===== src/rtl/core/cct_pkg.sv =====
`default_nettype none

package cct_pkg;

  typedef struct packed {
    logic [2:0]        action;
    logic [15:0]       cmd_temp;
    logic [6:0]        cmd_level;
    logic [1:0]        cmd_mode;
    logic [15:0]       lux_sample;
    logic signed [7:0] encoder_delta;
  } item_t;

  typedef struct packed {
    logic [15:0] warm_level;
    logic [15:0] cool_level;
    logic [15:0] shown_temp;
    logic [6:0]  shown_level;
  } result_t;

  localparam logic [2:0] ACT_TICK    = 3'd0;
  localparam logic [2:0] ACT_CMD     = 3'd1;
  localparam logic [2:0] ACT_AMBIENT = 3'd2;
  localparam logic [2:0] ACT_ENCODER = 3'd3;
  localparam logic [2:0] ACT_BUTTON  = 3'd4;

  localparam logic [1:0] MODE_AUTO   = 2'd0;
  localparam logic [1:0] MODE_MANUAL = 2'd1;

  localparam logic [1:0] CFG_LUX_GOAL  = 2'd0;
  localparam logic [1:0] CFG_RAMP_STEP = 2'd1;
  localparam logic [1:0] CFG_ENC_GAIN  = 2'd2;

  localparam logic [15:0] LUX_GOAL_RST  = 16'd500;
  localparam logic [9:0]  RAMP_STEP_RST = 10'd10;
  localparam logic [3:0]  ENC_GAIN_RST  = 4'd2;
  localparam logic [15:0] TEMP_RST      = 16'd4000;
  localparam logic [6:0]  LEVEL_RST     = 7'd60;

  localparam logic [15:0] WARM_K     = 16'd1800;
  localparam logic [15:0] COOL_K     = 16'd6500;
  localparam logic [15:0] BTN_LOW_K  = 16'd3000;
  localparam logic [15:0] BTN_MID_K  = 16'd5500;
  localparam logic [15:0] BTN_NEXT_K = 16'd4500;
  localparam logic [6:0]  LEVEL_MAX  = 7'd100;

  // (COOL_K - WARM_K) * 100, divisor of the blend
  localparam int          SPAN_W   = 19;
  localparam logic [18:0] SPAN_DEN = 19'd470000;

endpackage

`default_nettype wire


===== src/rtl/core/cct_lamp_dimming_controller.sv =====
`default_nettype none

// Warm/cool white lamp dimming controller.
// item channel (item_valid / item_stall / item): one event per beat. The block
//   takes one event at a time; item_stall is high while an event is in work.
// result channel (result_valid / result_stall / result): at most one beat per
//   event, carrying warm/cool PWM levels and the shown temperature/level.
// cfg channel (cfg_valid / cfg_ready / cfg_index / cfg_data): cfg_ready is
//   always high; write only while the block is idle.
// Sequence: commands and events with no result complete in the idle state, except
//   an ambient sample that runs the lux divide and then leaves the level as it is.
//   An event with a result runs a serial multiply and then the bit-serial divide
//   by the blend span; an ambient sample first runs a bit-serial divide by lux_goal.
// Results go to an output register: the next event is taken while a result
//   waits. If result_stall holds and a second result is ready, the block waits
//   with item_stall high until the register frees.
// Reset (rst, synchronous) restores 4000 K / level 60 / auto mode and the
//   register defaults; no result is pending afterwards.
module cct_lamp_dimming_controller #(
  parameter int LEVEL_BITS = 16
) (
  input  logic              clk,
  input  logic              rst,
  input  logic              item_valid,
  output logic              item_stall,
  input  cct_pkg::item_t    item,
  output logic              result_valid,
  input  logic              result_stall,
  output cct_pkg::result_t  result,
  input  logic              cfg_valid,
  output logic              cfg_ready,
  input  logic [1:0]        cfg_index,
  input  logic [15:0]       cfg_data
);

  import cct_pkg::*;

  localparam int NW  = LEVEL_BITS + SPAN_W;
  localparam int LNW = 23;

  localparam logic [2:0] ST_IDLE   = 3'd0;
  localparam logic [2:0] ST_LDIV   = 3'd1;
  localparam logic [2:0] ST_PREP   = 3'd2;
  localparam logic [2:0] ST_MUL    = 3'd3;
  localparam logic [2:0] ST_DSTART = 3'd4;
  localparam logic [2:0] ST_EDIV   = 3'd5;
  localparam logic [2:0] ST_OUT    = 3'd6;

  logic [2:0]  state;
  logic [15:0] lux_goal;
  logic [9:0]  ramp_step;
  logic [3:0]  enc_gain;
  logic [15:0] goal_temp;
  logic [6:0]  goal_level;
  logic [15:0] now_temp;
  logic [6:0]  now_level;
  logic [1:0]  lamp_mode;

  logic [12:0]       span_w;
  logic [12:0]       span_c;
  logic [6:0]        mreg;
  logic [2:0]        mcnt;
  logic [SPAN_W-1:0] acc_w;
  logic [SPAN_W-1:0] acc_c;

  logic accept;
  assign item_stall = (state != ST_IDLE);
  assign accept     = item_valid && !item_stall;
  assign cfg_ready  = 1'b1;

  // tick
  logic [15:0] tdist;
  logic        snap;
  logic        tick_idle;
  logic [15:0] tick_temp;
  logic [6:0]  tick_level;

  always_comb begin
    tdist = (now_temp > goal_temp) ? now_temp - goal_temp : goal_temp - now_temp;
    snap  = (tdist < {5'b0, ramp_step, 1'b0});
    tick_idle = (now_temp == goal_temp) && (now_level == goal_level);
    if (snap) tick_temp = goal_temp;
    else if (now_temp < goal_temp) tick_temp = now_temp + {6'b0, ramp_step};
    else tick_temp = now_temp - {6'b0, ramp_step};
    if (now_level < goal_level) tick_level = now_level + 7'd1;
    else if (now_level > goal_level) tick_level = now_level - 7'd1;
    else tick_level = now_level;
  end

  // ambient boost
  logic           amb_go;
  logic [15:0]    lux_diff;
  logic [LNW-1:0] lux_ext;
  logic [LNW-1:0] lux_num;
  logic           lux_done;
  logic [LNW-1:0] lux_quo;
  logic [7:0]     amb_sum;
  logic [6:0]     amb_lvl;

  always_comb begin
    amb_go   = (lamp_mode == MODE_AUTO) && (lux_goal != '0) && (item.lux_sample < lux_goal);
    lux_diff = lux_goal - item.lux_sample;
    lux_ext  = LNW'(lux_diff);
    lux_num  = (lux_ext << 6) + (lux_ext << 5) + (lux_ext << 2);
    amb_sum  = {1'b0, goal_level} + {2'b0, lux_quo[6:1]};
    amb_lvl  = (amb_sum > {1'b0, LEVEL_MAX}) ? LEVEL_MAX : amb_sum[6:0];
  end

  cct_sdiv #(.NW(LNW), .DW(16)) u_lux_div (
    .clk   (clk),
    .rst   (rst),
    .start (accept && (item.action == ACT_AMBIENT) && amb_go),
    .num   (lux_num),
    .den   (lux_goal),
    .done  (lux_done),
    .quo   (lux_quo)
  );

  // encoder
  logic signed [12:0] enc_prod;
  logic signed [12:0] enc_sum;
  logic [6:0]         enc_lvl;

  always_comb begin
    enc_prod = 13'(item.encoder_delta) * $signed({9'b0, enc_gain});
    enc_sum  = enc_prod + $signed({6'b0, goal_level});
    if (enc_sum < 0) enc_lvl = '0;
    else if (enc_sum > $signed({6'b0, LEVEL_MAX})) enc_lvl = LEVEL_MAX;
    else enc_lvl = enc_sum[6:0];
  end

  // button
  logic [15:0] btn_temp;
  always_comb begin
    priority if (goal_temp < BTN_LOW_K) btn_temp = BTN_NEXT_K;
    else if (goal_temp < BTN_MID_K) btn_temp = COOL_K;
    else btn_temp = WARM_K;
  end

  // blend
  logic [15:0] tclamp;
  always_comb begin
    priority if (now_temp < WARM_K) tclamp = WARM_K;
    else if (now_temp > COOL_K) tclamp = COOL_K;
    else tclamp = now_temp;
  end

  logic          div_start;
  logic [NW-1:0] num_w;
  logic [NW-1:0] num_c;
  logic          w_done;
  logic          c_done;
  logic [NW-1:0] quo_w;
  logic [NW-1:0] quo_c;

  // FS * p = (p << LEVEL_BITS) - p
  assign div_start = (state == ST_DSTART);
  assign num_w     = {acc_w, {LEVEL_BITS{1'b0}}} - NW'(acc_w);
  assign num_c     = {acc_c, {LEVEL_BITS{1'b0}}} - NW'(acc_c);

  cct_sdiv #(.NW(NW), .DW(SPAN_W)) u_warm_div (
    .clk   (clk),
    .rst   (rst),
    .start (div_start),
    .num   (num_w),
    .den   (SPAN_DEN),
    .done  (w_done),
    .quo   (quo_w)
  );

  cct_sdiv #(.NW(NW), .DW(SPAN_W)) u_cool_div (
    .clk   (clk),
    .rst   (rst),
    .start (div_start),
    .num   (num_c),
    .den   (SPAN_DEN),
    .done  (c_done),
    .quo   (quo_c)
  );

  logic load_out;
  assign load_out = (state == ST_OUT) && (!result_valid || !result_stall);

  always_ff @(posedge clk) begin
    if (rst) begin
      lux_goal  <= LUX_GOAL_RST;
      ramp_step <= RAMP_STEP_RST;
      enc_gain  <= ENC_GAIN_RST;
    end else if (cfg_valid && cfg_ready) begin
      unique case (cfg_index)
        CFG_LUX_GOAL:  lux_goal  <= cfg_data;
        CFG_RAMP_STEP: ramp_step <= cfg_data[9:0];
        CFG_ENC_GAIN:  enc_gain  <= cfg_data[3:0];
        default: ;
      endcase
    end
  end

  always_ff @(posedge clk) begin
    if (rst) begin
      state        <= ST_IDLE;
      goal_temp    <= TEMP_RST;
      goal_level   <= LEVEL_RST;
      now_temp     <= TEMP_RST;
      now_level    <= LEVEL_RST;
      lamp_mode    <= MODE_AUTO;
      result_valid <= 1'b0;
    end else begin
      if (load_out) result_valid <= 1'b1;
      else if (!result_stall) result_valid <= 1'b0;

      unique case (state)
        ST_IDLE: begin
          if (accept) begin
            unique case (item.action)
              ACT_TICK: begin
                if (!tick_idle) begin
                  now_temp  <= tick_temp;
                  now_level <= tick_level;
                  state     <= ST_PREP;
                end
              end
              ACT_CMD: begin
                goal_temp  <= item.cmd_temp;
                goal_level <= (item.cmd_level > LEVEL_MAX) ? LEVEL_MAX : item.cmd_level;
                lamp_mode  <= item.cmd_mode;
              end
              ACT_AMBIENT: begin
                if (amb_go) state <= ST_LDIV;
              end
              ACT_ENCODER: begin
                if (item.encoder_delta != '0) begin
                  lamp_mode  <= MODE_MANUAL;
                  goal_level <= enc_lvl;
                  now_level  <= enc_lvl;
                  state      <= ST_PREP;
                end
              end
              ACT_BUTTON: begin
                lamp_mode <= MODE_MANUAL;
                goal_temp <= btn_temp;
                now_temp  <= btn_temp;
                state     <= ST_PREP;
              end
              default: ;
            endcase
          end
        end
        ST_LDIV: begin
          if (lux_done) begin
            if (amb_lvl != now_level) begin
              now_level <= amb_lvl;
              state     <= ST_PREP;
            end else begin
              state <= ST_IDLE;
            end
          end
        end
        ST_PREP:   state <= ST_MUL;
        ST_MUL:    if (mcnt == 3'd1) state <= ST_DSTART;
        ST_DSTART: state <= ST_EDIV;
        ST_EDIV:   if (w_done) state <= ST_OUT;
        ST_OUT:    if (load_out) state <= ST_IDLE;
        default:   state <= ST_IDLE;
      endcase
    end
  end

  // serial span * level, one level bit per cycle, MSB first
  always_ff @(posedge clk) begin
    if (state == ST_PREP) begin
      span_w <= 13'(COOL_K - tclamp);
      span_c <= 13'(tclamp - WARM_K);
      mreg   <= now_level;
      mcnt   <= 3'd7;
      acc_w  <= '0;
      acc_c  <= '0;
    end else if (state == ST_MUL) begin
      acc_w <= (acc_w << 1) + (mreg[6] ? SPAN_W'(span_w) : '0);
      acc_c <= (acc_c << 1) + (mreg[6] ? SPAN_W'(span_c) : '0);
      mreg  <= {mreg[5:0], 1'b0};
      mcnt  <= mcnt - 3'd1;
    end
  end

  always_ff @(posedge clk) begin
    if (load_out) begin
      result.warm_level  <= 16'(quo_w[LEVEL_BITS-1:0]);
      result.cool_level  <= 16'(quo_c[LEVEL_BITS-1:0]);
      result.shown_temp  <= now_temp;
      result.shown_level <= now_level;
    end
  end

`ifndef SYNTHESIS
  a_levels_fit: assert property (@(posedge clk) disable iff (rst)
    result_valid |-> ({1'b0, result.warm_level} + {1'b0, result.cool_level})
                     <= 17'((1 << LEVEL_BITS) - 1))
    else $error("warm + cool exceeds full scale");

  a_level_range: assert property (@(posedge clk) disable iff (rst)
    (now_level <= LEVEL_MAX) && (goal_level <= LEVEL_MAX))
    else $error("brightness out of range");

  a_lux_done_state: assert property (@(posedge clk) disable iff (rst)
    lux_done |-> (state == ST_LDIV))
    else $error("lux divide finished outside its wait state");

  a_blend_done: assert property (@(posedge clk) disable iff (rst)
    w_done |-> (c_done && (state == ST_EDIV)))
    else $error("blend dividers out of step");
`endif

endmodule

`default_nettype wire


===== src/rtl/core/cct_sdiv.sv =====
`default_nettype none

// Restoring divider, one quotient bit per cycle, MSB first.
module cct_sdiv #(
  parameter int NW = 35,
  parameter int DW = 19
) (
  input  logic          clk,
  input  logic          rst,
  input  logic          start,
  input  logic [NW-1:0] num,
  input  logic [DW-1:0] den,
  output logic          done,
  output logic [NW-1:0] quo
);

  localparam int CW = $clog2(NW + 1);

  logic [NW-1:0] sh;
  logic [DW-1:0] rem;
  logic [CW-1:0] cnt;
  logic [DW:0]   trial;
  logic          take;

  assign trial = {rem, sh[NW-1]};
  assign take  = (trial >= {1'b0, den});
  assign quo   = sh;

  always_ff @(posedge clk) begin
    if (rst) begin
      cnt  <= '0;
      done <= 1'b0;
    end else begin
      done <= 1'b0;
      if (start) begin
        cnt <= CW'(NW);
      end else if (cnt != '0) begin
        cnt  <= cnt - CW'(1);
        done <= (cnt == CW'(1));
      end
    end
  end

  // partial remainder stays below den, so it fits DW bits
  always_ff @(posedge clk) begin
    if (start) begin
      sh  <= num;
      rem <= '0;
    end else if (cnt != '0) begin
      sh  <= {sh[NW-2:0], take};
      rem <= take ? DW'(trial - {1'b0, den}) : trial[DW-1:0];
    end
  end

endmodule

`default_nettype wire


===== config.mk =====
export PLATFORM = sky130hd
export DESIGN_NAME = cct_lamp_dimming_controller
export DESIGN_NICKNAME = d
export VERILOG_FILES = /design/src/rtl/core/cct_pkg.sv /design/src/rtl/core/cct_lamp_dimming_controller.sv /design/src/rtl/core/cct_sdiv.sv
export SDC_FILE = /design/constraint.sdc
export NUM_CORES = 1
export LEC_CHECK = 0
export ABC_CLOCK_PERIOD_IN_PS = 6500
export BUFFER_PORTS_ARGS = -buffer_cell sky130_fd_sc_hd__buf_2
export CAP_MARGIN = 10
export CORE_AREA = 2 2 323 325
export DETAILED_ROUTE_END_ITERATION = 8
export DIE_AREA = 0 0 325 327
export PLACE_DENSITY = 0.47
export SLEW_MARGIN = 40
export SYNTH_ARGS = -nofsm -noshare
export SYNTH_HDL_FRONTEND = slang
export SYNTH_SLANG_ARGS = --single-unit

===== constraint.sdc =====
create_clock -name clk -period 6.5 [get_ports clk]
set_input_delay 1.3 -clock clk [delete_from_list [all_inputs] [get_ports clk]]
set_output_delay 1.3 -clock clk [all_outputs]
set_load 0.01 [all_outputs]

==> flow_summary.toml, run 1 <==
[status]
status = "finished, final reports clean"

[sta]
timing.final.ws_setup_ns = 0.7724
setup_violations = 0
hold_violations = 0
final_max_slew_viol_count = 0
slew_headroom_pct = 40.89
post-route-period-util_pct = 88.12
setup-tns-final_ns = 0
fmax_mhz = 174.6
fin_crit_ns = 5.728
worst_pin_slew_ns = 0.8806
finClkSkew_ns = 0.01959
rsz0062_at_grt = "no"

[yosys]
ys.warnings.count = 0
synth_edf_count = 180
avgSynthCellArea_sq_um = 8.713
synth-async-reset-ratio_pct = 0
synthCells = 2928
synth_nets = 3246
synth_area_sq_mm = 0.02551
synth-main-ff-cell = "dfxtp_1"
synth-seq-cells = 375
ys_seq_area_share_pct = 36.49
synth.distinct_cells = 84

[placed_design]
hpwlAfterDp_um = 54560
portBuffers = 131
place_ws_ns = 0.1196
gp_congestion = 0.8374

[worst_setup_path]
slowest_delay_ns = 0.53
start_kind = "primary input"
r2r_setup_slack_ns = 0.83
cp_common_cell = "a21oi_1"
cpMaxStageDelayCell = "fa_1"
timing_worst_setup_path_type = "primary input to flip-flop"
cp.arrival_ns = 6.06
crit_path_max_fanout = 4
worst-r2r-cell-count = 20
r2r-start = "now_temp[0]"
required_ns = 6.83
r2r_end = "now_temp[9]"
end_kind = "flip-flop"

[cells_and_area]
drive_gt1_share_pct = 10.07
final_common_cell = "nand2_1"
mostFrequentLayoutCells = "341 x nand2_1, 240 x o21ai_0, 231 x inv_1"
multi_input_area_sq_mm = 0.01486
area_growth_pct = 14.29
regArea_sq_mm = 0.009309
fill_cells = 11153
final_nets = 3331

[min_path]
whs_endpoint = "result[43]"
hold_start = "u_warm_div.quo[4]"
hold_depth = 0
hold_class = "flip-flop to flip-flop"

[clocking]
clock_sinks = 375
cts_buffer_depth = 3
cts_tree = "done"
htree_levels = 2
cts_hold_buf = 0
insertion_delay_ns = 0.60
cts_buffers = 45
root_buffer = "clkbuf_16"
clk_pin_slew_worst_paths_ns = 0.06
postCtsSetupBuffers = 0
cts_resized = 0

[power_and_ir_drop]
cellInternalPower_uw = 9198
p_sw_uw = 7467
p_per_area_mw_per_mm2 = 571.6
p_leak_uw = 0.01203
seq_power_share_pct = 25.0
total_power_uw = 16670
ir_worst_vdd_mv = 0.3147
swShare_pct = 44.81
pwr-share-clk_pct = 14.9
p_comb_share_pct = 60.1

[floorplan]
die_x_um = 325
die_h_um = 327
dieArea_sq_mm = 0.1063
start_util_pct = 24.79
ios = 133
core_sq_mm = 0.1029
num_rows = 118

[drt]
drcViolationCount = 0
dr.first_iter.drc_count = 1207
totalWireLength_um = 71710
num_vias = 20516
ant_nets = 0
drt_pass1_iterations = 5
avgViaCountPerCell = 4.627
wire_per_inst_um = 16.17

[grt]
grt_overflow = 0
antenna_found_initial = 7
grt_first_pass_wirelength_um = 113000
grt.total_usage_pct = 13.26
grt_pass1_vias = 19770
grt_max_degree = 104

[flow_run]
maxCapViolCount = 0
-- final cells by class --
class,instances,area share [%]
multi-input cells,2190,50.98
flip-flops and latches,375,31.93
well taps,1380,5.922
clock buffers,60,4.124
repair buffers,167,3.270
inverters,234,3.017
clock inverters,24,0.7210
diodes,4,0.03433
-- critical path, delay by kind of cell --
kind                     cells  cell delay [ns]
XOR/XNOR                     2             0.30
adder cells (fa/ha/maj)      4             1.42
AND/OR/NAND/NOR              2             0.59
AO/OA/AOI/OAI               14             2.18
buffers and inverters        4             0.28
-- power groups by stage --
stage	clock [uW]	sequential, uW	combinational (uW)
global route	2660	4280	11300
floorplan	0	3940	7930
finish	2480	4160	10000
detailed placement	0	4200	10000
CTS	2560	4160	10100
global placement	0	4190	9990
-- through the flow --
stage / hold slack, ns / util, % / instance area, sq um / instances
floorplan: 0.4262 / - / 25510 / 2928
detailed placement: 0.4397 / 26.91 / 27700 / 4345
global route: 0.4656 / 28.33 / 29150 / 4433
global placement: 0.4344 / 26.88 / 27660 / 4345
finish: 0.4526 / 28.33 / 29160 / 4434
CTS: 0.4539 / 28.29 / 29110 / 4429
-- flip-flops by register name (all words and copies together) (netlist names), 16 cells and up --
register / cells
u_warm_div.quo: 35
now_temp: 16
acc_w: 19
u_lux_div.rem: 16
acc_c: 18
u_cool_div.rem: 19
u_warm_div.rem: 19
lux_goal: 16
result: 55
u_lux_div.quo: 23
u_cool_div.quo: 35
goal_temp: 16
-- per-layer routing --
layer  vias up  share of wire (%)  track usage [%]
met5         -              0.038                0
met4         4                2.6            4.066
met3       103                4.7            2.210
met2       378                 44            20.72
met1      9569                 49            18.64
li1      10462                  -                -
-- synth_stat cells (all sizes together), types with 29 or more instances --
cell	count	area, sq um
nand3	60	300.3
a21oi	204	1044
o21ai	243	1227
nor2	208	780.8
edfxtp	180	5405
and2	56	350.3
a21o	40	300.3
inv	231	867.1
nor4	31	209.0
nor3	72	360.4
dfxtp	195	3904
ha	198	2477
a211oi	40	315.3
clkbuf	106	399.1
xnor2	130	1139
fa	45	900.9
nand4	29	209.0
xor2	92	805.8
nand2b	30	187.7
nand2	344	1291
mux2i	31	310.3
nor2b	34	212.7
-- worst max-delay path by stage --
| stage | start | to | slack [ns] | cells after the start |
|---|---|---|---|---|
| 2_1_floorplan | item[8] | u_lux_div.quo[21] | 0.45 | 25 |
| 3_3_place_gp | item[8] | u_lux_div.quo[21] | 0.17 | 26 |
| 3_5_place_dp | item[8] | u_lux_div.quo[20] | 0.12 | 24 |
| 4_1_cts | item[8] | u_lux_div.quo[20] | 0.77 | 24 |
| 5_1_grt | item[9] | u_lux_div.quo[22] | 0.21 | 24 |
| 6_report | item[8] | u_lux_div.quo[21] | 0.77 | 26 |
-- cell families (layout without fill, tap and decap cells) --
family          count (synthesis)  count (layout)  share of synthesized area (%)
compound gates                726             726                          17.51
buf+inv                       363             485                          5.581
mux                            45              45                          1.834
other cells                     1               5                        0.01470
xor+xnor                      222             222                          7.622
fa+ha+maj                     243             243                          13.24
simple gates                  953             953                          17.70
flops                         375             375                          36.49
No activity file was read; power rests on OpenSTA's default activity.
==> run 2: changes to the inputs <==
- ABC_CLOCK_PERIOD_IN_PS: 6500 -> 4700
- PLACE_DENSITY: 0.47 -> 0.48
- clock period: 6.5 -> 4.7 ns (I/O delays scaled with it)
==> flow_summary.toml, run 2 (synthesis results as in run 1) <==
[drt]
num_vias = 21403
ant_nets = 0
drcViolationCount = 0
avgViaCountPerCell = 4.580
totalWireLength_um = 74770
wire_per_inst_um = 16.00
dr.first_iter.drc_count = 1171
drt_pass1_iterations = 5

[power_and_ir_drop]
p_per_area_mw_per_mm2 = 793.3
p_leak_uw = 0.01328
pwr-share-clk_pct = 13.8
cellInternalPower_uw = 14080
p_comb_share_pct = 63.4
ir_worst_vdd_mv = 0.4743
swShare_pct = 43.62
total_power_uw = 24970
seq_power_share_pct = 22.8
p_sw_uw = 10890

[cells_and_area]
largest_reg_flops = 55
final_nets = 3573
fin_util_pct = 30.58
mostFrequentLayoutCells = "341 x nand2_1, 270 x buf_4, 222 x inv_1"
regMostFlops = "result"
area_growth_pct = 23.37
finalInstanceArea_sq_mm = 0.03147
final_cells = 4673
final_common_cell = "nand2_1"
drive_gt1_share_pct = 19.11

[clocking]
clk_pin_slew_worst_paths_ns = 0.06
clock_sinks = 375
htree_levels = 2
root_buffer = "clkbuf_16"
cts_tree = "done"
insertion_delay_ns = 0.59
cts_buffer_depth = 3
cts_hold_buf = 0
cts_buffers = 45

[sta]
timing.final.ws_setup_ns = -0.1651
post-route-period-util_pct = 103.5
fmax_mhz = 205.5
fin_hold_ws_ns = 0.4538
hold_violations = 0
setup_violations = 2
fin_crit_ns = 4.865
final_max_slew_viol_count = 0
finClkSkew_ns = 0.01415
slew_headroom_pct = 41.35
rsz0062_at_grt = "yes"
worst_pin_slew_ns = 0.8717

[worst_setup_path]
cp_cell_sequence = "buf_6, ha_4, inv_2, fa_2, a21o_1, a21oi_2, o21ai_2, a21oi_2, o21bai_1, a21oi_2, o21ai_0, xor2_1, fa_1, ha_4, and3_4, a31o_4, or4_4, a31oi_1, o21bai_1, a21oi_1, o21bai_1, xnor2_1, o21ai_1"
timing_worst_setup_path_type = "primary input to flip-flop"
slowest_delay_ns = 0.50
end_kind = "flip-flop"
cp.arrival_ns = 5.20
crit_family = "compound AO/OA/AOI/OAI gates"
start_kind = "primary input"
cpMaxStageDelayCell = "fa_1"
crit_path_max_fanout = 4
crit_buf_inv = 2
required_ns = 5.03

[placed_design]
portBuffers = 131
gp_congestion = 0.8944
place_area_sq_mm = 0.02947
place_inst = 4571
hpwlAfterDp_um = 57990

[floorplan]
dieArea_sq_mm = 0.1063
die_x_um = 325
core_sq_mm = 0.1029
die_h_um = 327
ios = 133
num_rows = 118
start_util_pct = 24.79

[status]
status = "finished with violations"
violations = "negative setup slack"

[min_path]
hold_class = "flip-flop to flip-flop"

[grt]
grt_overflow = 0
grt_first_pass_wirelength_um = 118400
grt.total_usage_pct = 13.91
grt_max_degree = 58
antenna_found_initial = 8
grt_pass1_vias = 20938

[flow_run]
maxCapViolCount = 0
[run 2: changes by cell type in the layout (fill, tap and decap cells not counted), moves of 10 or more]
cell | before | now
buf_4 | 35 | 270
o21ai_0 | 240 | 221
a21oi_1 | 199 | 186
a21oi_2 | 2 | 15
ha_1 | 198 | 188
o21ai_1 | 2 | 12
[run 2: worst reg2reg max path, stage by stage (launching register included)]
cell      delay [ns]
dfxtp_1         0.32
inv_2           0.06
ha_4            0.14
inv_2           0.04
fa_2            0.33
a21o_1          0.20
a21oi_2         0.17
o21ai_2         0.07
a21oi_2         0.15
o21bai_1        0.09
a21oi_2         0.19
o21ai_0         0.17
xor2_1          0.27
fa_1            0.50
ha_4            0.28
and3_4          0.18
a31o_4          0.23
or4_4           0.41
a31oi_1         0.18
o21bai_1        0.11
a21oi_1         0.15
o21bai_1        0.09
xnor2_1         0.16
o21ai_1         0.07
[run 2: routing by layer]
metal	up-vias	track usage, %	part of all wire [%]
li1	10965	-	-
met1	9888	19.24	48
met2	440	22.33	44
met3	110	2.035	4.4
met4	0	4.348	3.0
met5	-	0	0
[run 2: through the flow]
step	TNS [ns]	setup WS (ns)
2_1_floorplan	-1.838	-0.5285
3_3_place_gp	-10.77	-0.8157
4_1_cts	-0.1946	-0.1092
5_1_grt	-1.527	-0.4065
3_5_place_dp	-12.12	-0.8453
6_report	-0.2739	-0.1651
[run 2: repair_timing]
action                                  in CTS  in global routing
endpoints found under the setup margin      20                 36
pin swaps                                   13                 60
buffers inserted                             5                 12
gates resized for setup                     24                 77
[run 2: cell type report]
class | instances | area [sq um]
Fill cell | 10969 | 71430
Multi-Input combinational cell | 2190 | 15300
Sequential cell | 375 | 9315
Timing Repair Buffer | 409 | 2794
Tap cell | 1380 | 1727
Clock buffer | 57 | 1234
Inverter | 234 | 878.3
Clock inverter | 26 | 216.5
Antenna cell | 2 | 5.005
[run 2: path summary, 6_finish.rpt]
kind	start	endpoint	slack, ns	depth (start not counted)
max	item[8]	u_lux_div.quo[21]	-0.17	23
min	u_warm_div.quo[12]	result[51]	0.45	0
max reg2reg	lux_goal[0]	u_lux_div.quo[21]	-0.10	23
min reg2reg	u_warm_div.quo[12]	result[51]	0.45	0
[run 2: power by group through the flow]
stage	sequential (uW)	combinational (uW)	clock (uW)
2_1_floorplan	5450	11100	0
3_3_place_gp	5720	15000	0
3_5_place_dp	5740	15100	0
4_1_cts	5690	15300	3570
5_1_grt	5840	17700	3690
6_report	5690	15800	3450
